## src/hdl/fdlc_pkg.sv

```systemverilog
`timescale 1ns / 1ps
// ----------------------------------------------------------------------------
// fdlc_pkg: shared definitions for the fractional delay line
// Sample and delay types, coefficient width, saturation limits and the
// control word of the cubic evaluator.
// ----------------------------------------------------------------------------
package fdlc_pkg;

   localparam int SAMPLE_W      = 24;
   localparam int DELAY_W       = 24;
   localparam int DEPTH_DEF     = 65536;
   localparam int FRAC_BITS_DEF = 8;
   localparam int NUM_TAPS      = 4;
   localparam int HORNER_STEPS  = 3;

   // Coefficients and Horner partial results stay below 13 * 2^23 in magnitude
   localparam int COEF_W = 28;

   typedef logic signed [SAMPLE_W-1:0] sample_type;
   typedef logic        [DELAY_W-1:0]  delay_type;
   typedef logic signed [COEF_W-1:0]   coef_type;

   localparam coef_type SAT_MAX = coef_type'(8388607);
   localparam coef_type SAT_MIN = coef_type'(-8388608);

   // load: take the four taps and form coefficients; step: one Horner step
   typedef struct packed {
      logic load;
      logic step;
   } cubic_ctl_type;

endpackage

```

## src/hdl/fdlc_cubic.sv

```systemverilog
`timescale 1ns / 1ps
// ----------------------------------------------------------------------------
// fdlc_cubic: cubic interpolation by Horner steps
// Forms the four polynomial coefficients from the taps, then runs three
// multiply-add-round steps on one shared multiplier and saturates.
// ----------------------------------------------------------------------------
module fdlc_cubic #(
   parameter int FRAC_BITS = fdlc_pkg::FRAC_BITS_DEF
) (
   input  logic                   clock,
   input  fdlc_pkg::cubic_ctl_type ctl,
   input  fdlc_pkg::sample_type   y_in [fdlc_pkg::NUM_TAPS],
   input  logic [FRAC_BITS-1:0]   frac,
   output fdlc_pkg::sample_type   result
);
   import fdlc_pkg::*;

   localparam int PROD_W = COEF_W + FRAC_BITS + 1;
   localparam int ACC_W  = COEF_W + FRAC_BITS + 2;
   localparam logic signed [ACC_W-1:0] HALF = ACC_W'(longint'(1) << (FRAC_BITS - 1));

   coef_type y0, y1, y2, y3;
   coef_type a0, a1, a2;
   coef_type a1_ff, a2_ff, a3_ff, t_ff;
   logic [1:0] sel_ff;
   coef_type coef_sel;
   logic signed [PROD_W-1:0] prod;
   logic signed [ACC_W-1:0]  acc;
   logic signed [ACC_W-1:0]  acc_shr;

   // coefficients of the cubic through the four taps
   always_comb begin
      y0 = coef_type'(y_in[0]);
      y1 = coef_type'(y_in[1]);
      y2 = coef_type'(y_in[2]);
      y3 = coef_type'(y_in[3]);
      a0 = y3 - y2 - y0 + y1;
      a1 = y0 - y1 - a0;
      a2 = y2 - y0;
   end

   always_comb begin
      case (sel_ff)
         2'd0:    coef_sel = a1_ff;
         2'd1:    coef_sel = a2_ff;
         default: coef_sel = a3_ff;
      endcase
   end

   // t * f + c * 2^FB, rounded half up and scaled back
   always_comb begin
      prod    = t_ff * $signed({1'b0, frac});
      acc     = ACC_W'(prod) + (ACC_W'(coef_sel) <<< FRAC_BITS) + HALF;
      acc_shr = acc >>> FRAC_BITS;
   end

   always_ff @(posedge clock) begin
      if (ctl.load) begin
         t_ff   <= a0;
         a1_ff  <= a1;
         a2_ff  <= a2;
         a3_ff  <= y1;
         sel_ff <= 2'd0;
      end else if (ctl.step) begin
         t_ff   <= coef_type'(acc_shr[COEF_W-1:0]);
         sel_ff <= sel_ff + 2'd1;
      end
   end

   // clamp to the sample range
   always_comb begin
      if (t_ff > SAT_MAX) begin
         result = sample_type'(SAT_MAX[SAMPLE_W-1:0]);
      end else if (t_ff < SAT_MIN) begin
         result = sample_type'(SAT_MIN[SAMPLE_W-1:0]);
      end else begin
         result = sample_type'(t_ff[SAMPLE_W-1:0]);
      end
   end

endmodule

```

## config.mk

```make
export PLATFORM = sky130hd
export DESIGN_NAME = fdlc_cubic
export DESIGN_NICKNAME = d
export VERILOG_FILES = /design/src/hdl/fdlc_pkg.sv /design/src/hdl/fdlc_cubic.sv
export SDC_FILE = /design/constraint.sdc
export NUM_CORES = 1
export LEC_CHECK = 0
export ABC_AREA = 0
export BUFFER_PORTS_ARGS = -buffer_cell sky130_fd_sc_hd__clkbuf_2
export CAP_MARGIN = 40
export CORE_ASPECT_RATIO = 1.5
export CORE_MARGIN = 2
export CORE_UTILIZATION = 45
export CTS_CLUSTER_DIAMETER = 120
export DETAILED_ROUTE_END_ITERATION = 16
export PLACE_DENSITY = 0.58
export REMOVE_ABC_BUFFERS = 1
export SETUP_SLACK_MARGIN = 0.05
export SYNTH_ARGS = -nofsm -noshare
export SYNTH_HDL_FRONTEND = slang
export SYNTH_SLANG_ARGS = --single-unit
```

## constraint.sdc

```tcl
create_clock -name clock -period 6.5 [get_ports clock]
set_clock_uncertainty 0.05 [all_clocks]
set_input_delay 0.325 -clock clock [delete_from_list [all_inputs] [get_ports clock]]
set_output_delay 0.325 -clock clock [all_outputs]
set_load 0.02 [all_outputs]
```

======== Yosys cells after proc, flatten, opt, wreduce, memory -nomap -nowiden ========
Cells that the tools add are included.
cells by class
  $add $sub $neg .......................... 9
  $mul .................................... 1
  $lt $le $gt $ge ......................... 2
  eq/ne operators ......................... 1
  multiplexer cells ....................... 5
  reduce and logical (&&, ||, !) cells .... 2
operator list
  cell                                                                               count
  24-bit by 24-bit subtractor with 25-bit output                                     3
  28-bit 2-to-1 mux                                                                  2
  28-bit case mux with 2 select lines                                                1
  24-bit 2-to-1 mux                                                                  2
  36-bit adder                                                                       1
  36-bit by 9-bit adder with 36-bit output, second input constant                    1
  28-bit by 9-bit multiplier with 36-bit output                                      1
  28-bit by 24-bit greater-than comparator with 1-bit output, second input constant  1
  28-bit by 24-bit < comparator with 1-bit output, second input constant             1
  25-bit by 27-bit subtractor with 28-bit output                                     1
  26-bit by 24-bit adder with 27-bit output                                          1
  25-bit by 24-bit subtractor with 26-bit output                                     1
  2-bit by 1-bit adder with 2-bit output, second input constant                      1
  2-bit by 1-bit equality test with 1-bit output, second input constant              1
  2-bit logical NOT                                                                  1
  2-bit nonzero test                                                                 1
storage, ports and cells
  register bits ........................... 110
  input port bits ......................... 107

======== Depth between registers and ports, before layout ========
Gate-level depths: netlist (run 1).
  depth in word-level cells ............... 6
  gate-level depth with buffers ........... 24
  gate-level depth less buffers ........... 24

======== Least setup slack after synthesis (run 1) ========
No wires, ideal clock.
  path type ............................... input to register
  from .................................... in y_in[24] in the netlist's numbering
  to ...................................... reg a1_ff[25] (data pin)
  setup time .............................. 0.258 ns
  arrival time ............................ 5.587 ns
  setup slack ............................. 0.605 ns
  cell stages on the path ................. 23
  path through ............................ inv_1 -> fa_1 -> inv_1 -> fa_1 -> inv_1 -> ha_1 -> fa_1 -> a211o_1 -> a21oi_2 -> o211ai_1 -> a31o_2 -> a21o_1 -> a21oi_1 -> xor2_1 -> fa_1 -> ha_1 -> nand4_1 -> or3_1 -> a311oi_1 -> nor3_1 -> o31ai_1 -> a31oi_1 -> xnor2_1
on the way
  word-level cells in the longest chain between the ends .. 4
RTL lines
  element                                         line              text
  from (decl)                                     fdlc_cubic.sv:12  input fdlc_pkg::sample_type y_in [fdlc_pkg::NUM_TAPS],
  24-bit by 24-bit subtractor with 25-bit output  fdlc_cubic.sv:37  a0 = y3 - y2 - y0 + y1;
  25-bit by 24-bit subtractor with 26-bit output  fdlc_cubic.sv:37
  26-bit by 24-bit adder with 27-bit output       fdlc_cubic.sv:37
  25-bit by 27-bit subtractor with 28-bit output  fdlc_cubic.sv:38  a1 = y0 - y1 - a0;
  named net a1[25]                                fdlc_cubic.sv:23  coef_type a0, a1, a2;
  to (signal assigned)                            fdlc_cubic.sv:60  a1_ff <= a1;
  to (decl)                                       fdlc_cubic.sv:24  coef_type a1_ff, a2_ff, a3_ff, t_ff;
The timed path passes the listed nets, and every way through them passes these cells.
A chain may end at the register's enable or synchronous reset.

======== Worst setup path after layout (run 1) ========
Same ends and word-level chain as after synthesis.

==> out/summary.md, run 1 <==
The flow ran to the end, and the final reports show no timing, DRC or antenna violations. In this run the vertical extent of the chip is 251 um. The insertion delay of the later-clocked pin in the worst-skew pair was 0.37 ns; the register area share after synthesis was 17.5%. The number of clock buffers added by TritonCTS is 9.

The initial cell density of the core came out at 45.5%. fa_1 takes more of the synthesized area than any other cell. For the worst setup path, the data required time is 6.58 ns. The HPWL after detailed placement is 37000 um, and the routed length on met1 is 19300 um. For this run, asynchronously set or reset flops after synthesis account for 0%. The worst setup path is captured at a flop. The reg-to-reg setup timing slack was 0.37 ns. The classification of the worst setup path was in2reg.

For the worst setup path, the data arrival time is 6.26 ns. In this run the deepest clock path goes through 2 buffers. Entering global routing, the biggest net connects 78 pins. Dominant synthesized flop cell: edfxtp_1. The tools report the number of antenna violations at the first check in global routing as 0. The synthesized design contains 107 register bits.

The area fraction of the dominant cell type after synthesis came out at 30.2%. The tools report the number of search-and-repair iterations in the first detailed-routing pass as 5. The top cell types in the final layout, fill and taps aside, are inv_1 (398), fa_1 (275), nand2_1 (183), ha_1 (173), and2_1 (135). Setup repair after global routing left no endpoint under its margin.

During synthesis, Yosys emitted a total of 0 warnings. Adding up every negative setup slack in the final design gives 0 ns. The smallest clock period supported by the final layout is computed as 6.18 ns. The clock-pin slew on the worst setup and hold paths works out to 0.09 ns. The startpoint identified for the worst hold timing path is y_in[62]. The tools report the final number of hold-violating endpoints as 0.

The count of buffers added on input and output ports is 130. Yosys mapped a number of flops with a built-in enable equal to 105. Based on the critical path, the design can be clocked at up to 162 MHz.

Hold path depth: 1. Global routing consumed, over all layers together, 22.2% of the routing resources. The tree is rooted in a clkbuf_16. The initialized floorplan defines 90 standard-cell rows. Uppermost layer routed: met4.

The die is 168 um wide. Setup violations remaining at the end of the flow were counted as 0. For this run, design rule violations remaining after detail routing come to 0.

The post-layout net count was 2621; the slew at the pin closest to its max-slew limit was 0.900 ns. The worst reg2reg path depth is 18, and the count of antenna diodes in the layout is 0. In this run, the number of DRC markers left after iteration 0 of detailed routing was 533.

After global routing the overflow that remains totals 0. Measured against its own limit, the worst slew margin works out to 40.0%. For this run, the share of the core covered by cells in the final layout is 50.0%. The run gives 0.0183 mm^2 as the combined area of all synthesized cells. The routed layout has 13400 vias. A synthesized cell averages 9.48 um^2. The post-route netlist has 10.9% of its cells at a drive strength greater than 1.

After technology mapping, the gate count stands at 1927. By area the synthesized netlist is led by fa_1 (30%), edfxtp_1 (17%), ha_1 (12%). The floorplan step defined a core boundary enclosing 0.0401 mm^2. For the last weighted congestion value of the routability-driven placer, the log shows 0.915. For the met2 wire length, the log shows 22200 um.

The worst hold path belongs to the class in2reg. Max-cap violations in this run came to 0. Hold is met by 0.0995 ns.

Most common cell after layout, fill and taps aside: inv_1. The via count of the first global-routing pass came out at 14500. The floorplan die area was 0.0422 mm^2.

In this run the number of H-tree levels came out at 3. For the final count of pins violating max slew, the log shows 0. The detail route stage leaves a number of antenna-violating nets equal to 0.

The launching element type of the critical path is a primary input. The tools report the launch instance of the worst register-to-register path as t_ff[6]. Dividing the detail-routed wire length by the instance count gives 17.0 um. 131 I/O pins were placed. The final layout contains routed wiring with a total length of 43900 um. The first global-routing pass estimated 74400 um of wire. In this run the worst path has a maximum fanout of 4. Compared with the post-synthesis result, the final layout area differs by 9.68%.

The synthesized netlist contains 81 unique library cells. The worst register-to-register path ends at t_ff[24]. After detailed routing, the met3 layer carries 1380 um of wire. TritonCTS built the clock tree.

Dividing the final minimum period by the clock period gives 95.0%. Counting every sink on the clock net gives 107. The tools report the end point of the worst hold path as a3_ff[14]. Using the TritonRoute via totals, the vias-per-cell ratio works out to 5.20.
-- how the worst max path moves through the flow --
stage / start / endpoint / slack, ns / cells past startpoint
floorplan: y_in[24] / a1_ff[25] / 0.60 / 23
global placement: y_in[24] / a1_ff[25] / 0.05 / 24
detailed placement: y_in[24] / a1_ff[25] / -0.08 / 24
CTS: y_in[24] / a1_ff[25] / 0.32 / 24
global route: y_in[24] / a1_ff[25] / 0.02 / 24
finish: y_in[24] / a1_ff[25] / 0.32 / 24
-- critical path: stages --
cell and delay, ns:
clkbuf_2 0.10, inv_1 0.08, fa_1 0.50, inv_1 0.05, fa_1 0.47, inv_1 0.04
ha_1 0.21, fa_1 0.48, a211o_1 0.33, a21oi_2 0.20, o211ai_1 0.20, a31o_2 0.32
a21o_1 0.17, a21oi_1 0.17, xor2_1 0.23, fa_1 0.45, ha_1 0.35, nand4_1 0.15
or3_1 0.40, a311oi_2 0.34, nor3_1 0.15, o31ai_1 0.26, a31oi_1 0.14, xnor2_1 0.14
-- state kept, by name, indices dropped and copies added (netlist names) --
name	flops
sel_ff	2
a3_ff	24
a2_ff	25
a1_ff	28
t_ff	28
-- through the flow --
stage	worst slack, ns	cell area, um^2	cells
CTS	0.317	20000	2577
floorplan	0.605	18100	1879
global placement	0.0467	19700	2561
finish	0.323	20000	2577
detailed placement	-0.0793	19700	2561
global route	0.0235	20000	2577
-- what timing repair did --
item | CTS | global route
buffers inserted | 0 | 0
setup endpoints to repair | 0 | 3
gates resized for setup | 0 | 4
hold buffers | 0 | 0
-- cells in the mapped netlist (14+ instances only) --
| cell type | n |
|---|---|
| a21oi_1 | 92 |
| fa_1 | 275 |
| o21bai_1 | 14 |
| nor2_1 | 69 |
| nand2_1 | 183 |
| ha_1 | 173 |
| clkbuf_1 | 39 |
| o21a_1 | 33 |
| xnor2_1 | 55 |
| a22oi_1 | 26 |
| nor3_1 | 20 |
| inv_1 | 398 |
| and2_1 | 135 |
| edfxtp_1 | 105 |
| xor2_1 | 45 |
| a21o_1 | 29 |
| nand3_1 | 16 |
| o21ai_0 | 43 |
-- layer usage --
metal | vias to the layer above | GRT usage [%]
met5 | - | 0
met1 | 6610 | 29.4
met2 | 277 | 39.2
met3 | 55 | 1.53
met4 | 0 | 6.23
li1 | 6459 | -
-- area by class of cell --
| class | count | area (um^2) |
|---|---|---|
| fillers | 3873 | 20100 |
| multi-input cells | 1373 | 13400 |
| flip-flops and latches | 107 | 3190 |
| inverters | 399 | 1500 |
| repair buffers | 176 | 1010 |
| well taps | 506 | 633 |
| clock buffers | 9 | 225 |
| clock inverters | 7 | 66.3 |
-- cell families after synthesis --
| kind of cell | share of synthesized area (%) |
|---|---|
| AND/OR/NAND/NOR | 13.5 |
| adder cells (fa/ha/maj) | 42.0 |
| multiplexers | 0.548 |
| AO/OA/AOI/OAI | 12.4 |
| XOR/XNOR | 4.80 |
| flip-flops | 17.5 |
| buffers and inverters | 9.22 |
Power of run 1 is not shown: default switching activity piles up to over one toggle a cycle in this logic, so the estimate is an artifact.
==> inputs of run 2 (changes only) <==
Settings changed: ABC_AREA 0 to 1.
==> run 2 against run 1 <==
Critical path depth rose by 1. Critical endpoint is now a1_ff[21]. Highest routed layer unchanged. Non-clock buffer count fell by 35. Routed wire length rose by 42%. Synthesized area rose by 10%. Via count rose by 26%. Die area rose by 10%.
==> out/summary.md, run 2 <==
TritonCTS built the clock tree. The detailed-route via count came out at 16900 (+26%). The run gives 0 (unchanged) as the final number of hold-violating endpoints. Number of buffers created by CTS: 9 (unchanged). Total instance count after detailed placement: 3309 (+29%).

The area share of xor/xnor cells in the synthesized design works out to 2.86% (-1.9 points). The post-route worst hold slack was 0.0543 ns (-0.0452 ns). The flow ran to the end, and the final reports show no timing, DRC or antenna violations. Biggest area consumer among synthesized cells: fa_1. The run gives 0.0465 mm^2 (+10%) as the floorplan die area.

The library cell used most frequently in the layout, excluding fill and tap cells, is inv_1. Setup repair after global routing left no endpoint under its margin. The die height is 263 um (+4.9%), and the mean instance size in the synthesized netlist is 7.56 um^2 (-20%). The reg-to-reg setup timing slack is 1.04 ns (+0.67 ns), and the clock-pin slew on the worst setup and hold paths is 0.11 ns (+0.02 ns). The delay of the slowest cell on the worst path was 0.52 ns (+0.02 ns); the number of library cell types mapped by synthesis was 54 (-33%). The tools report the launch instance of the worst register-to-register path as t_ff[6].

The count of cells resized by post-cts repair is 0 (unchanged), and the number of synthesized flops with an enable pin is 105 (unchanged). The endpoint class of the critical path is a flop. The final cell area excluding filler cells is 0.0216 mm^2 (+8.1%), and the post-layout net count is 3299 (+26%). The tools report the reg-to-reg critical path endpoint as t_ff[20]. The mean number of vias per cell is 5.07 (-2.4%), and the area fraction of the dominant cell type after synthesis is 27.3% (-2.8 points).

The run gives 54 (-31%) as the maximum number of pins on one net before global-route repair. The total area of sequential cells is 0.00319 mm^2 (unchanged). The classification of the worst setup path was in2reg. In the post-synthesis netlist, the biggest area contributors are fa_1 (27%), edfxtp_1 (16%), inv_1 (13%). Dominant synthesized flop cell: edfxtp_1.

The worst setup path is launched from a primary input. The average wire length per cell after detail routing works out to 18.7 um (+10%). The number of max-cap violations was 0 (unchanged).

The area added between synthesis and finish came out at 7.47%. The count of port buffers added during placement was 130 (unchanged); the area of combinational cells with multiple inputs was 0.0141 mm^2 (+5.0%). The count of boundary I/O pins is 131 (unchanged), and the HPWL after detailed placement is 54600 um (+47%).

The total routing usage reported by global routing was 28.0% (+5.8 points). The area share of and/or/nand/nor cells after synthesis was 20.7% (+7.2 points). For the insertion delay of the later-clocked pin in the worst-skew pair, the log shows 0.41 ns (+0.04 ns). Cell class contributing the biggest share of worst-path delay: adder cells. Ranked by instance count, the synthesized netlist is headed by inv_1 (687), nand2_1 (651), fa_1 (275), ha_1 (173), a21oi_1 (153). The fraction of registers with async set/reset was 0% (unchanged). Capture point of the worst path: a1_ff[21].

The max-slew headroom at the worst pin is 47.8% (+7.8 points). The number of search-and-repair iterations in the first detailed-routing pass is 6 (+1), and the time the final worst path needs with I/O delays and setup is 5.61 ns (-0.571 ns). Final routed DRC violation total: 0 (unchanged). The number of H-tree levels was 3 (unchanged); the compound-gate portion of the synthesized area was 8.11% (-4.3 points).

The via count of the first global-routing pass is 18200 (+26%), and the global-route wire length before repair is 98400 um (+32%). The count of antenna diodes in the layout came out at 0 (unchanged). The clock root buffer was clkbuf_16.

The first element of the critical path was y_in[24]. The achievable clock frequency is 178 MHz (+10%). The register area share after synthesis was 15.9% (-1.6 points). The width of the chip came out at 177 um (+4.9%).

The combinational family with the most area after synthesis was adder cells. The number of antenna violations at the first check in global routing is 0 (unchanged). Most frequent cell after synthesis: inv_1. The slew at the pin closest to its max-slew limit is 0.783 ns (-0.118 ns). In the layout the commonest cells are inv_1 (687), nand2_1 (651), fa_1 (275), ha_1 (173), a21oi_1 (153). The critical path buffer and inverter count works out to 5 (+1). The total wirelength of the detailed-routed design is 62300 um (+42%), and the final cell count without fillers is 3325 (+29%). The share of synthesized cell area in full adder, half adder and majority cells came out at 38.1% (-3.9 points). The data required time of the worst path came out at 6.59 ns (about the same).

The logs give 0 (unchanged) for the remaining antenna violation count after routing and 2 (unchanged) for the maximum root-to-sink buffer count. The clock sink count was 107 (unchanged); the largest fanout of any net on the critical path was 5 (+1). For the combined area of all synthesized cells, the log shows 0.0201 mm^2 (+10%). The logs give 0 (unchanged) for the number of warnings printed during yosys synthesis and 0.965 (+5.4%) for the last weighted congestion value of the routability-driven placer.

The placeable core region was 0.0440 mm^2 (+9.7%). The final count of pins violating max slew is 0 (unchanged). For the gate count after technology mapping, the log shows 2662 (+38%).

The worst reg2reg path depth was 21 (+3); the initial cell density of the core was 45.8% (+0.23 points). The standard cell area after detailed placement is 0.0213 mm^2 (+8.2%). The remaining global-route overflow was 0 (unchanged); the fraction of the cycle the final worst path needs was 86.2% (-8.8 points). The number of buffers added for setup after CTS was 0 (unchanged). The tools report the post-route setup TNS as 0 ns (unchanged). On the critical path, the stage with the largest delay is an instance of fa_1.

The run gives 0 (unchanged) as the number of hold buffers added after cts. The detailed router's first-iteration violation count was 892 (+67%). The logic depth of the worst setup path including buffers was 25 (+4.2%).

The type of the worst min-delay path is in2reg. The data arrival time of the critical path was 5.70 ns (-0.56 ns); the number of rows in the core area was 94 (+4.4%). The share of post-route cells with drive strength above 1 is 7.82% (-3.0 points). The run gives 4569 (+18%) as the filler cell count.

The number of synthesized register bits is 107 (unchanged). Total setup violations reported at the end of the flow: 0 (unchanged). In this run the most critical hold path is launched from y_in[64]. The largest registers in the layout are a1_ff: 28 flops, t_ff: 28 flops, a2_ff: 25 flops.

The proportion of synthesized area in mux cells was 0% (-0.55 points).
[run 2: worst min path at each step]
stage                      to  depth (start not counted)
global placement    sel_ff[1]                          2
global route        a3_ff[16]                          1
detailed placement  sel_ff[1]                          2
finish              a3_ff[16]                          1
floorplan            a3_ff[0]                          0
CTS                 a3_ff[16]                          1
[run 2: kinds of logic after synthesis]
logic type | Yosys count
xor+xnor | 65
fa+ha+maj | 448
simple gates | 991
compound gates | 288
flops | 107
buf+inv | 763
[run 2: per-layer routing]
layer | global-route usage (%) | vias to the layer above | share of wire (%)
met3 | 1.94 | 119 | 2.6
met4 | 13.1 | 0 | 5.2
met2 | 53.4 | 365 | 54
met1 | 31.1 | 8195 | 38
li1 | - | 8195 | -
met5 | 0 | - | 0
[run 2: area by class of cell]
class | count | share of cell area (%)
multi-input cells | 1792 | 65.0
flip-flops and latches | 107 | 14.8
clock inverters | 7 | 0.399
clock buffers | 9 | 1.04
repair buffers | 141 | 3.46
inverters | 693 | 12.0
well taps | 576 | 3.33
[run 2: per-stage QoR]
step	setup WS (ns)	util, %
5_1_grt	0.700	49.2
2_1_floorplan	1.35	-
4_1_cts	0.969	49.2
3_3_place_gp	0.564	48.5
3_5_place_dp	0.544	48.5
6_report	0.894	49.2
[run 2: worst register-to-register path, delay by kind of cell, from the launching register on]
family	cells	cell delay, ns
AO/OA/AOI/OAI	1	0.26
adder cells (fa/ha/maj)	6	2.95
buffers and inverters	4	0.26
flip-flops	1	0.59
AND/OR/NAND/NOR	10	1.09
Power of run 2 is left out for the same reason.
