**src/hdl/fdlc_pkg.sv**
```systemverilog
`timescale 1ns / 1ps
// ----------------------------------------------------------------------------
// fdlc_pkg: shared definitions for the fractional delay line
// Sample and delay types, coefficient width, saturation limits and the
// control word of the cubic evaluator.
// ----------------------------------------------------------------------------
package fdlc_pkg;

   localparam int SAMPLE_W      = 24;
   localparam int DELAY_W       = 24;
   localparam int DEPTH_DEF     = 65536;
   localparam int FRAC_BITS_DEF = 8;
   localparam int NUM_TAPS      = 4;
   localparam int HORNER_STEPS  = 3;

   // Coefficients and Horner partial results stay below 13 * 2^23 in magnitude
   localparam int COEF_W = 28;

   typedef logic signed [SAMPLE_W-1:0] sample_type;
   typedef logic        [DELAY_W-1:0]  delay_type;
   typedef logic signed [COEF_W-1:0]   coef_type;

   localparam coef_type SAT_MAX = coef_type'(8388607);
   localparam coef_type SAT_MIN = coef_type'(-8388608);

   // load: take the four taps and form coefficients; step: one Horner step
   typedef struct packed {
      logic load;
      logic step;
   } cubic_ctl_type;

endpackage

```
**src/hdl/fdlc_channels.sv**
```systemverilog


interface fdlc_csr_if;
   import fdlc_pkg::*;
   logic      valid;
   logic      ready;
   delay_type delay_q8;
   modport source (output valid, output delay_q8, input ready);
   modport sink   (input valid, input delay_q8, output ready);
endinterface

```
**src/hdl/fdlc_dmod.sv**
```systemverilog
`timescale 1ns / 1ps
// ----------------------------------------------------------------------------
// fdlc_dmod: delay register with modulo reduction
// Takes a delay word and reduces it modulo the store span (DEPTH samples
// with FRAC_BITS fraction bits): the fraction passes through, the integer
// part is reduced modulo DEPTH by a reciprocal multiply, a multiply back and
// one correcting subtract.
// ----------------------------------------------------------------------------
module fdlc_dmod #(
   parameter int DEPTH     = fdlc_pkg::DEPTH_DEF,
   parameter int FRAC_BITS = fdlc_pkg::FRAC_BITS_DEF
) (
   input  logic                                   clock,
   input  logic                                   reset,
   fdlc_csr_if.sink                               csr_ch,
   output logic [$clog2(DEPTH)+FRAC_BITS-1:0]     delay_red,
   output logic                                   busy
);
   import fdlc_pkg::*;

   localparam int AW    = $clog2(DEPTH);
   localparam int POS_W = AW + FRAC_BITS;
   localparam int INT_W = DELAY_W - FRAC_BITS;
   localparam int RW    = AW + 2;
   localparam int QP_W  = INT_W + AW + 1;
   // floor(2^INT_W / DEPTH): the quotient estimate is exact or one low
   localparam logic [INT_W-1:0] RECIP     = INT_W'((longint'(1) << INT_W) / DEPTH);
   localparam logic [AW:0]      DEPTH_C   = (AW+1)'(DEPTH);
   localparam logic [RW-1:0]    DEPTH_R   = RW'(DEPTH);
   localparam logic [1:0]       LAST_STEP = 2'd2;

   logic [INT_W-1:0]     int_ff, int_in;
   logic [FRAC_BITS-1:0] fr_ff, fr_in;
   logic [INT_W-1:0]     q_ff, q_in;
   logic [RW-1:0]        r_ff, r_in;
   logic [POS_W-1:0]     rem_ff, rem_in;
   logic [1:0]           cnt_ff, cnt_in;
   logic                 busy_ff, busy_in;
   logic [2*INT_W-1:0]   q_prod;
   logic [QP_W-1:0]      back_prod;
   logic [RW-1:0]        r_fix;

   // quotient estimate, remainder before and after the correcting subtract
   always_comb begin
      q_prod    = int_ff * RECIP;
      back_prod = q_ff * DEPTH_C;
      r_fix     = (r_ff >= DEPTH_R) ? r_ff - DEPTH_R : r_ff;
   end

   always_comb begin
      int_in  = int_ff;
      fr_in   = fr_ff;
      q_in    = q_ff;
      r_in    = r_ff;
      rem_in  = rem_ff;
      cnt_in  = cnt_ff;
      busy_in = busy_ff;
      if (csr_ch.valid && csr_ch.ready) begin
         int_in  = csr_ch.delay_q8[DELAY_W-1:FRAC_BITS];
         fr_in   = csr_ch.delay_q8[FRAC_BITS-1:0];
         cnt_in  = '0;
         busy_in = 1'b1;
      end else if (busy_ff) begin
         q_in   = q_prod[2*INT_W-1:INT_W];
         r_in   = RW'(int_ff) - back_prod[RW-1:0];
         cnt_in = cnt_ff + 1'b1;
         if (cnt_ff == LAST_STEP) begin
            rem_in  = {r_fix[AW-1:0], fr_ff};
            busy_in = 1'b0;
         end
      end
   end

   always_ff @(posedge clock) begin
      if (reset) begin
         rem_ff  <= '0;
         cnt_ff  <= '0;
         busy_ff <= 1'b0;
      end else begin
         rem_ff  <= rem_in;
         cnt_ff  <= cnt_in;
         busy_ff <= busy_in;
      end
      int_ff <= int_in;
      fr_ff  <= fr_in;
      q_ff   <= q_in;
      r_ff   <= r_in;
   end

   assign csr_ch.ready = !busy_ff;
   assign delay_red    = rem_ff;
   assign busy         = busy_ff;

endmodule

```
**src/flat_wrapper.sv**
```systemverilog
// flat-port wrapper written by rule: the top's interface ports become plain ports
module fdlc_dmod_flat import fdlc_pkg::*;
#(
   parameter int DEPTH     = fdlc_pkg::DEPTH_DEF,
   parameter int FRAC_BITS = fdlc_pkg::FRAC_BITS_DEF
)
  (clock, reset, delay_red, busy, csr_ch_valid, csr_ch_delay_q8, csr_ch_ready);
  fdlc_csr_if csr_ch_i ();
  input  logic clock;
  input  logic reset;
  output logic [$clog2(DEPTH)+FRAC_BITS-1:0] delay_red;
  output logic busy;
  input wire logic [$bits(csr_ch_i.valid)-1:0] csr_ch_valid;
  input wire logic [$bits(csr_ch_i.delay_q8)-1:0] csr_ch_delay_q8;
  output wire logic [$bits(csr_ch_i.ready)-1:0] csr_ch_ready;
  assign csr_ch_i.valid = csr_ch_valid;
  assign csr_ch_i.delay_q8 = csr_ch_delay_q8;
  assign csr_ch_ready = csr_ch_i.ready;
  fdlc_dmod #(.DEPTH(DEPTH), .FRAC_BITS(FRAC_BITS)) u_core (.clock(clock), .reset(reset), .csr_ch(csr_ch_i), .delay_red(delay_red), .busy(busy));
endmodule
```
**config.mk**
```make
export PLATFORM = sky130hd
export DESIGN_NAME = fdlc_dmod_flat
export DESIGN_NICKNAME = d
export VERILOG_FILES = /design/src/hdl/fdlc_pkg.sv /design/src/hdl/fdlc_channels.sv /design/src/hdl/fdlc_dmod.sv /design/src/flat_wrapper.sv
export SDC_FILE = /design/constraint.sdc
export NUM_CORES = 1
export LEC_CHECK = 0
export BUFFER_PORTS_ARGS = -buffer_cell sky130_fd_sc_hd__buf_2
export CAP_MARGIN = 40
export CORE_MARGIN = 1
export CORE_UTILIZATION = 50
export CTS_CLUSTER_SIZE = 25
export DETAILED_ROUTE_END_ITERATION = 10
export GPL_TIMING_DRIVEN = 0
export PLACE_DENSITY = 0.73
export SYNTH_ARGS = -nofsm -noshare
export SYNTH_HDL_FRONTEND = slang
export SYNTH_SLANG_ARGS = --single-unit
```
**constraint.sdc**
```tcl
create_clock -name clock -period 4.4 [get_ports clock]
set_input_delay 0.44 -clock clock [delete_from_list [all_inputs] [get_ports clock]]
set_output_delay 0.44 -clock clock [all_outputs]
set_load 0.02 [all_outputs]
```
Word level (Yosys, flattened, before mapping). Index checks and enable logic that the tools add are counted.

Register bits after elaboration: 67. Input bits: 27. Output and inout port bits: 26. Word-level logic and storage cells: 20.

Add/sub/neg operators: 2. $lt $le $gt $ge: 1. Equality and inequality tests: 1. Multiplexer cells: 4. Bitwise operators: 1. Reductions and logical operators: 5.

Operators with widths (number): $ge 16x17->1 const B (1); $mux 16 (1); $sub 16x1->16 const B (1); $mux 1 (3); $reduce_and 3->1 (1); $add 2x1->2 const B (1); $eq 2x2->1 const B (1); $reduce_and 2->1 (1); $reduce_or 2->1 (1); $logic_and 1x1->1 (1); $logic_not 1->1 (1); $not 1->1 (1).

Longest topological paths before layout. Gate-level depths: netlist of run 1.

Word-level depth: 4. Mapped depth: 6. Gate-level depth less buffers: 4.

Worst setup path before layout of run 1. OpenSTA, ideal clock, no wires.

Path kind: reg-to-reg. Start: reg u_core.busy_ff (netlist: u_core.busy). End: reg u_core.fr_ff[0], enable pin. Setup time: 0.408 ns. Arrival: 1.781 ns. Data required time: 3.992 ns. Slack: 2.212 ns. Stages on the path, launching flop included: 4. Buffers on the path: 2. Clock period less this slack: 2.188 ns. Cells stage by stage: dfxtp_1 -> buf_6 -> buf_4 -> nor2b_1.

Longest elaborated chain between the ends: 2.

Ends and longest elaborated chain: start, declared (RTL line fdlc_dmod.sv:38) `logic busy_ff, busy_in;`; start signal, assigned (RTL line fdlc_dmod.sv:82) `busy_ff <= busy_in;`; $logic_not 1->1 (RTL line fdlc_dmod.sv:90) `assign csr_ch.ready = !busy_ff;`; $logic_and 1x1->1 (RTL line fdlc_dmod.sv:58) `if (csr_ch.valid && csr_ch.ready) begin`; end signal, assigned (RTL line fdlc_dmod.sv:85) `fr_ff <= fr_in;`; end, declared (RTL line fdlc_dmod.sv:33) `logic [FRAC_BITS-1:0] fr_ff, fr_in;`.

Every way passes these cells. A chain may end at the register's enable or synchronous reset.

Final worst setup path of run 1.
Start: reg u_core.busy_ff (netlist: u_core.busy). End: out csr_ch_ready.

Longest elaborated chain between the ends: 1.

Ends and longest elaborated chain: $logic_not 1->1 (RTL line fdlc_dmod.sv:90); end, declared (RTL line flat_wrapper.sv:15) `output wire logic [$bits(csr_ch_i.ready)-1:0] csr_ch_ready;`.

Every way passes these cells.

==> results of run 1 <==
-- worst max-delay path, cell delays in order, from the launching register on --
cell                      delay, ns
sky130_fd_sc_hd__dfxtp_1       0.36
sky130_fd_sc_hd__buf_6         0.14
sky130_fd_sc_hd__buf_4         0.17
sky130_fd_sc_hd__inv_1         0.08
sky130_fd_sc_hd__buf_2         0.16
-- cell usage after synthesis --
cell type,n,area share [%]
sky130_fd_sc_hd__inv_1,2,0.32
sky130_fd_sc_hd__or4b_1,2,0.84
sky130_fd_sc_hd__buf_2,6,1.3
sky130_fd_sc_hd__nor2_1,1,0.16
sky130_fd_sc_hd__nand3_1,24,5.1
sky130_fd_sc_hd__o31ai_1,2,0.63
sky130_fd_sc_hd__buf_6,1,0.48
sky130_fd_sc_hd__a21oi_1,24,5.1
sky130_fd_sc_hd__dfxtp_1,27,23
sky130_fd_sc_hd__buf_1,2,0.32
sky130_fd_sc_hd__clkbuf_1,5,0.79
sky130_fd_sc_hd__ha_1,1,0.53
sky130_fd_sc_hd__edfxtp_1,40,51
sky130_fd_sc_hd__buf_4,1,0.32
sky130_fd_sc_hd__a21bo_2,24,10
sky130_fd_sc_hd__a211oi_1,1,0.32
sky130_fd_sc_hd__nor2b_1,1,0.26
-- final cells by class --
cell class,count,area (um^2)
fill,348,1540
tap,52,65.1
clock buffer,14,153
multi-input combinational,80,548
inverter,2,7.51
sequential,67,1740
clock inverter,2,35.0
buffer,15,75.1
timing repair buffer,53,275
-- logic make-up after synthesis --
group,count (synthesis),share of synthesized area [%]
AOI/OAI and AO/OA,51,16.2
and+or+nand+nor,28,6.34
adders and majority gates,1,0.528
DFF,67,73.5
buffers and inverters,17,3.49
-- power by group through the flow --
stage               Combinational (mW)  Sequential [mW]  Clock, mW
floorplan                       0.0339            0.716          0
global placement                0.0611            0.715          0
detailed placement              0.0652            0.715          0
CTS                             0.0653            0.701      0.495
global route                    0.0714            0.703      0.527
finish                          0.0644            0.701      0.484
-- through the flow --
step                      area [um^2]  utilization [%]  hold slack (ns)
after floorplan                  2370                -            0.400
after global placement           2700             60.6            0.402
after detailed placement         2710             61.0            0.405
after CTS                        2900             65.3            0.266
after global routing             2900             65.3            0.254
final                            2900             65.3            0.284
-- how the worst max path moves through the flow --
stage / startpoint / end / slack [ns] / cells after the start
after global routing: u_core.busy$_SDFF_PP0_ / csr_ch_ready / 2.62 / 4
after CTS: u_core.busy$_SDFF_PP0_ / csr_ch_ready / 2.69 / 4
after detailed placement: u_core.busy$_SDFF_PP0_ / u_core.int_ff[1]$_DFFE_PP_ / 2.79 / 4
final: u_core.busy$_SDFF_PP0_ / csr_ch_ready / 2.72 / 4
after floorplan: u_core.busy$_SDFF_PP0_ / u_core.fr_ff[0]$_DFFE_PP_ / 2.21 / 3
after global placement: u_core.busy$_SDFF_PP0_ / u_core.int_ff[2]$_DFFE_PP_ / 1.86 / 3
-- flip-flops by register name, indices dropped and copies added (netlist names) --
| name | flops |
|---|---|
| u_core.delay_red | 24 |
| u_core.fr_ff | 8 |
| u_core.r_ff | 16 |
| u_core.cnt_ff | 2 |
| u_core.int_ff | 16 |
| u_core.busy | 1 |
-- layer usage --
metal	up-vias	routed length (um)
met2	34	1910
met3	4	132
met5	-	0
met1	652	1740
li1	733	-
met4	0	59
==> implementation parameters, run 1 <==
Parameter                              Value

Run status
  Run status ... finished, final reports clean

Clock network
  Clock tree from TritonCTS ... yes
  Number of buffers added by the clock tree synthesis step ... 9
  Clock transition at path regs ... about 0.070 ns
  Number of sinks driven by the clock tree ... 67
  Max Buffers Root-to-Sink ... 2
  Number of post-CTS setup repair buffers ... 0
  Clock latency reported for the late side of the worst-skew pair ... 0.33 ns
  CTS Hold Bufs ... 0
  Post-cts repair resize count ... 0
  H-tree depth ... 3
  CTS root buf ... sky130_fd_sc_hd__clkbuf_8

GRT
  Grt peak-use layer ... met2
  Global-route wire length before repair ... approximately 6200 um
  Number of global-route vias before repair ... 1,370
  GR Layer Usage met2 ... between 20% and 30%
  Overall track demand over capacity in global routing ... 17.1%
  Overall overflow remaining after global route ... 0
  Antenna violations before repair ... 0
  Met1 track demand over resource in global routing ... 20.6%
  Largest net degree at the start of global routing ... 17
  Met3 GRT Util ... under 10%

Setup path
  R2r endpoint ... u_core.int_ff[8]$_DFFE_PP_
  Kind of critical path ... reg2out
  Required time reported for the critical path endpoint ... 3.96 ns
  Arr. time, crit path ... around 1.2 ns
  Launching element type of the critical path ... flip-flop
  Setup slack of the most critical reg-to-reg path ... 2.79 ns
  Worst r2r src ... u_core.busy$_SDFF_PP0_
  Worst reg-to-reg path cell count ... 4
  Crit. End Element ... output port
  Top fanout value on the critical path ... 10

Placed design
  Cell total after placement ... 269
  Dpl hpwl ... between 2000 and 3000 um
  Final Wtd Congestion ... 0.730
  Number of buffers inserted by port buffering ... 52
  Dpl ws ... about 2.8 ns

Floorplanning
  Placement row count ... 24
  Core area ... about 4400 um^2
  Floorplan die width ... slightly above 70 um
  Area enclosed by the die boundary ... 5020 um^2
  Initial core utilization ... 53.3%
  Chip height ... 70.8 um
  Number of placed I/O pins ... between 50 and 60

Pwr
  Sequential Power Share ... 56.1%
  Power Dens Cells ... 431 nW/um^2
  Combinational cell fraction of total power ... 5.2%
  Int Pwr ... 995 uW
  Net Sw Frac ... between 20% and 30%
  Leakage power total ... 1.15 nW
  Worst IR drop on VDD ... 266 uV
  Clk network pwr share ... 38.7%
  Power dissipated by switching net loads ... 255 uW
  Overall power ... between 1 and 1.5 mW

Hold path
  Start point of the worst min-delay path ... csr_ch_delay_q8[21]
  Depth of the worst hold-timing path ... 1
  Class of the tightest hold or removal check ... in2reg
  Endpoint, Worst Hold ... u_core.int_ff[13]$_DFFE_PP_

Routing
  Vias per inst ... 4.99
  Total Wirelength ... 3850 um
  Vias post-DR ... 1,423
  DR pass1 iterations ... 6
  Drt first-iter violations ... 41
  Routed length per placed instance ... roughly 14 um
  DRC viols ... 0
  Final antenna-violating net count ... 0

Final layout
  Count of antenna diodes in the layout ... 0
  Count of nets after finishing ... 256
  Fraction of layout cells with a size suffix above 1 ... 42.1%
  P&R area growth vs syn ... 22.4%
  Most frequent standard cell in the layout excluding fill and tap cells ... sky130_fd_sc_hd__buf_2
  Count of placed standard cells in the final layout, fillers left out ... 285
  Commonest cells after routing, fill and taps aside ... 58 x sky130_fd_sc_hd__buf_2, 40 x sky130_fd_sc_hd__edfxtp_1, 27 x sky130_fd_sc_hd__dfxtp_1

Job
  Max-cap violations ... 0

Timing
  Worst setup skew after layout ... 0.00574 ns
  Min cycle time layout ... roughly 1.7 ns
  TNS Setup ... 0 ns
  Least-Margin Pin Slew ... 0.877 ns
  Total setup violations reported at the end of the flow ... 0
  RSZ-0062 raised after global routing ... no
  Pins over their slew limit ... 0
  Share of the clock period used by the worst path after layout ... between 30% and 40%
  Slew HR ... 41.6%
  Worst setup slack after layout ... 2.72 ns
  Maximum clock rate ... 595 MHz
  Final hold violations ... 0

Synth
  Gate Count Post-Synth ... 164
  Count of unique library cells instantiated by Yosys ... 17
  Number of storage elements in the synthesis netlist ... 67
  Post-synthesis instance area ... 2370 um^2
  Share of the yosys chip area belonging to registers ... 73.5%
  Post-synthesis net count ... 192
  Number of synthesis warnings ... 0
  Syn_area_per_cell ... between 10 and 15 um^2
Note: power is estimated with default switching activity, not from simulation.
==> run 2, diff against run 1 <==
--- a/config.mk
+++ b/config.mk
@@ -5,14 +5,15 @@
 export SDC_FILE = /design/constraint.sdc
 export NUM_CORES = 1
 export LEC_CHECK = 0
+export ABC_AREA = 1
 export BUFFER_PORTS_ARGS = -buffer_cell sky130_fd_sc_hd__buf_2
 export CAP_MARGIN = 40
 export CORE_MARGIN = 1
-export CORE_UTILIZATION = 50
+export CORE_UTILIZATION = 47
 export CTS_CLUSTER_SIZE = 25
 export DETAILED_ROUTE_END_ITERATION = 10
 export GPL_TIMING_DRIVEN = 0
-export PLACE_DENSITY = 0.73
+export PLACE_DENSITY = 0.72
 export SYNTH_ARGS = -nofsm -noshare
 export SYNTH_HDL_FRONTEND = slang
 export SYNTH_SLANG_ARGS = --single-unit
==> constraint.sdc (replaced) <==
create_clock -name clock -period 1.4 [get_ports clock]
set_input_delay 0.14 -clock clock [delete_from_list [all_inputs] [get_ports clock]]
set_output_delay 0.14 -clock clock [all_outputs]
set_load 0.02 [all_outputs]
==> run 2 against run 1 <==
Worst setup slack worse by 2.6 ns. Largest cell class unchanged. Non-clock buffer count is 19 higher. Highest routed layer unchanged. Combinational power grew to 3.6 times the previous value. Count of clock-buffer cells in the layout is 3 lower. Largest power group unchanged. Critical path type is now reg2reg. Final area is 8.0% higher.
==> implementation parameters, run 2 <==
Parameter                              Value

Run status
  Run status ... finished, final reports clean (unchanged)

Timing
  RSZ-0062 raised after global routing ... no (unchanged)
  Maximum clock rate ... 794 MHz
  Slew HR ... 69.1% (was 41.6%)
  Min cycle time layout ... 1.26 ns
  Share of the clock period used by the worst path after layout ... between 80% and 90%
  Pins over their slew limit ... 0 (unchanged)
  Final hold violations ... 0 (unchanged)
  Worst setup skew after layout ... 0.00515 ns (was 0.00574 ns)
  Total setup violations reported at the end of the flow ... 0 (unchanged)
  Least-Margin Pin Slew ... 0.463 ns (was 0.877 ns)

Routing
  Drt first-iter violations ... 50 (was 41)
  DR pass1 iterations ... 6 (unchanged)
  DRC viols ... 0 (unchanged)
  Routed length per placed instance ... 11.5 um (was 13.5 um)
  Final antenna-violating net count ... 0 (unchanged)
  Vias post-DR ... 1,624 (was 1,423)
  Total Wirelength ... 4330 um (was 3850 um)
  Vias per inst ... 4.31 (was 4.99)

Placed design
  Number of buffers inserted by port buffering ... 52 (unchanged)
  Cell total after placement ... 334 (was 269)
  Final Wtd Congestion ... 0.681 (was 0.730)
  Dpl hpwl ... 2550 um (was 2620 um)

Final layout
  Count of antenna diodes in the layout ... 0 (unchanged)
  Most frequent standard cell in the layout excluding fill and tap cells ... sky130_fd_sc_hd__buf_2 (unchanged)
  Share of the core filled with cells in the final layout ... 65.9% (was 65.3%)
  P&R area growth vs syn ... 34.5% (was 22.4%)
  Flip-flop count of the largest register, all copies and words added ... 24 (unchanged)
  Count of nets after finishing ... 333 (was 256)
  Commonest cells after routing, fill and taps aside ... 55 x sky130_fd_sc_hd__buf_2, 54 x sky130_fd_sc_hd__nand2_1, 52 x sky130_fd_sc_hd__nor2_1 (was 58 x sky130_fd_sc_hd__buf_2, 40 x sky130_fd_sc_hd__edfxtp_1, 27 x sky130_fd_sc_hd__dfxtp_1)
  Fraction of layout cells with a size suffix above 1 ... 24.2% (was 42.1%)
  Count of placed standard cells in the final layout, fillers left out ... 377 (was 285)

GRT
  Global-route wire length before repair ... 6640 um (was 6190 um)
  Number of global-route vias before repair ... 1,487 (was 1,370)
  Largest net degree at the start of global routing ... 14 (was 17)
  Antenna violations before repair ... 0 (unchanged)
  Overall track demand over capacity in global routing ... 18.2% (was 17.1%)
  Overall overflow remaining after global route ... 0 (unchanged)

Synth
  Syn_area_per_cell ... 10.9 um^2 (was 14.4 um^2)
  Number of enable-type register cells in the synthesized netlist ... 40 (unchanged)
  Share of the yosys chip area belonging to registers ... 74.8% (was 73.5%)
  Leading cell types by count after synthesis ... 54 x sky130_fd_sc_hd__nand2_1, 52 x sky130_fd_sc_hd__nor2_1, 40 x sky130_fd_sc_hd__edfxtp_1, 29 x sky130_fd_sc_hd__inv_1, 27 x sky130_fd_sc_hd__dfxtp_1 (was 40 x sky130_fd_sc_hd__edfxtp_1, 27 x sky130_fd_sc_hd__dfxtp_1, 24 x sky130_fd_sc_hd__a21bo_2, 24 x sky130_fd_sc_hd__a21oi_1, 24 x sky130_fd_sc_hd__nand3_1)
  Number of storage elements in the synthesis netlist ... 67 (unchanged)
  Post-synthesis instance area ... 2330 um^2 (was 2370 um^2)
  Ranking of synthesized cells by area ... sky130_fd_sc_hd__edfxtp_1 52%, sky130_fd_sc_hd__dfxtp_1 23%, sky130_fd_sc_hd__nand2_1 8.7% (was sky130_fd_sc_hd__edfxtp_1 51%, sky130_fd_sc_hd__dfxtp_1 23%, sky130_fd_sc_hd__a21bo_2 10%)
  Most instantiated library cell after synthesis ... sky130_fd_sc_hd__nand2_1 (was sky130_fd_sc_hd__edfxtp_1)
  Gate Count Post-Synth ... 214 (was 164)
  Area share of the largest cell type after synthesis ... 51.6% (was 50.7%)
  Count of unique library cells instantiated by Yosys ... 12 (was 17)
  Fraction of registers with async set/reset ... 0% (unchanged)
  Most used DFF post-synth ... sky130_fd_sc_hd__edfxtp_1 (unchanged)
  Number of synthesis warnings ... 0 (unchanged)
  Post-synthesis net count ... 242 (was 192)
  Post-synth top area cell ... sky130_fd_sc_hd__edfxtp_1 (unchanged)

Setup path
  Number of buffer and inverter instances along the worst setup path ... 3 (was 4)
  Crit. End Element ... flip-flop (was output port)
  Launching element type of the critical path ... flip-flop (unchanged)
  Standard cell with the maximum stage delay on the critical path ... sky130_fd_sc_hd__dfxtp_2 (was sky130_fd_sc_hd__dfxtp_1)
  Top fanout value on the critical path ... 12 (was 10)
  Crit-path cells ... inv_2 > nand2_1 > clkinvlp_4 > buf_12 (was buf_6 > buf_4 > inv_1 > buf_2)
  Kind of critical path ... reg2reg (was reg2out)
  Cell family with the largest share of critical-path delay ... flip-flops (was buffers and inverters)
  Arr. time, crit path ... 1.35 ns (was 1.24 ns)
  Required time reported for the critical path endpoint ... 1.49 ns (was 3.96 ns)
  Biggest cell delay along the critical path ... 0.40 ns (was 0.36 ns)

Pwr
  Worst IR drop on VDD ... 739 uV (was 266 uV)
  Leakage power total ... 1.47 nW (was 1.15 nW)
  Power Dens Cells ... 1180 nW/um^2 (was 431 nW/um^2)

Floorplanning
  Chip height ... 72.4 um (was 70.8 um)
  Initial core utilization ... 49.0% (was 53.3%)
  Floorplan die width ... 72.4 um (was 70.8 um)
  Number of placed I/O pins ... 53 (unchanged)
  Core area ... 4750 um^2 (was 4440 um^2)
  Placement row count ... 25 (was 24)
  Area enclosed by the die boundary ... 5240 um^2 (was 5020 um^2)

Clock network
  Max Buffers Root-to-Sink ... 2 (unchanged)
  Number of buffers added by the clock tree synthesis step ... 9 (unchanged)
  Clock tree from TritonCTS ... yes (unchanged)
  Clock transition at path regs ... 0.06 ns (was 0.07 ns)
  H-tree depth ... 3 (unchanged)
  CTS root buf ... sky130_fd_sc_hd__clkbuf_8 (unchanged)
  Clock latency reported for the late side of the worst-skew pair ... 0.32 ns (was 0.33 ns)
  Number of sinks driven by the clock tree ... 67 (unchanged)

Hold path
  Class of the tightest hold or removal check ... in2reg (unchanged)

Job
  Max-cap violations ... 0 (unchanged)
[run 2: final cells by class]
cell class,instances,area (um^2)
Buffer,8,48.8
Multi-Input combinational cell,109,425
Clock inverter,5,20.0
Timing Repair Buffer,79,556
Inverter,30,116
Clock buffer,11,131
Fill cell,406,1620
Timing Repair inverter,1,7.51
Sequential cell,67,1740
Tap cell,67,83.8
[run 2: worst paths after layout]
| check | startpoint | end | slack, ns | depth (start not counted) |
|---|---|---|---|---|
| worst max-delay path | u_core.busy$_SDFF_PP0_ | u_core.fr_ff[6]$_DFFE_PP_ | 0.14 | 4 |
| worst max register to register | u_core.busy$_SDFF_PP0_ | u_core.fr_ff[6]$_DFFE_PP_ | 0.14 | 4 |
| worst min-delay path | csr_ch_valid | u_core.busy$_SDFF_PP0_ | 0.05 | 3 |
| worst min register to register | u_core.int_ff[6]$_DFFE_PP_ | u_core.r_ff[6]$_DFFE_PP_ | 0.42 | 0 |
[run 2: tightest hold or removal path: cells and delay by family]
| kind | cells | cell delay, ns |
|---|---|---|
| buffers and inverters | 1 | 0.09 |
| and+or+nand+nor | 2 | 0.12 |
[run 2: per-stage QoR]
step                TNS (ns)  cell area [um^2]  setup WS, ns  power (mW)  hold slack, ns
floorplan                  0              2330        0.0266        2.32           0.239
global route               0              3130        0.0572        3.83          0.0626
finish                     0              3130         0.141        3.69          0.0512
detailed placement     -2.04              2690       -0.0863        2.40           0.318
CTS                        0              3080        0.0263        3.71        0.000828
global placement       -3.51              2680        -0.116        2.39           0.316
[run 2: timing repair]
action | CTS | global route
endpoints found under the hold margin | 23 | 1
setup buffers | 0 | 2
cloned | 1 | 0
resized for setup | 1 | 0
setup endpoints to repair | 24 | 24
hold buffers | 23 | 1
[run 2: metal layers]
| metal | global-route usage, % | vias to the layer above | share of wire [%] |
|---|---|---|---|
| met5 | 0 | - | 0 |
| met4 | 9.15 | 0 | 1.5 |
| met3 | 7.22 | 6 | 3.4 |
| met2 | 30.4 | 41 | 53 |
| met1 | 20.3 | 738 | 42 |
| li1 | - | 839 | - |
[run 2: report_power, final]
group          switching [mW]  total [mW]  internal (mW)
Clock                   0.642        1.26          0.616
Sequential             0.0251        2.21           2.18
Combinational           0.113       0.229          0.115
[run 2: kinds of logic after synthesis]
logic type / count (synthesis) / share of synthesized area, %
fa+ha+maj: 1 / 0.537
buf+inv: 38 / 6.93
xor+xnor: 1 / 0.376
flops: 67 / 74.8
simple gates: 107 / 17.4
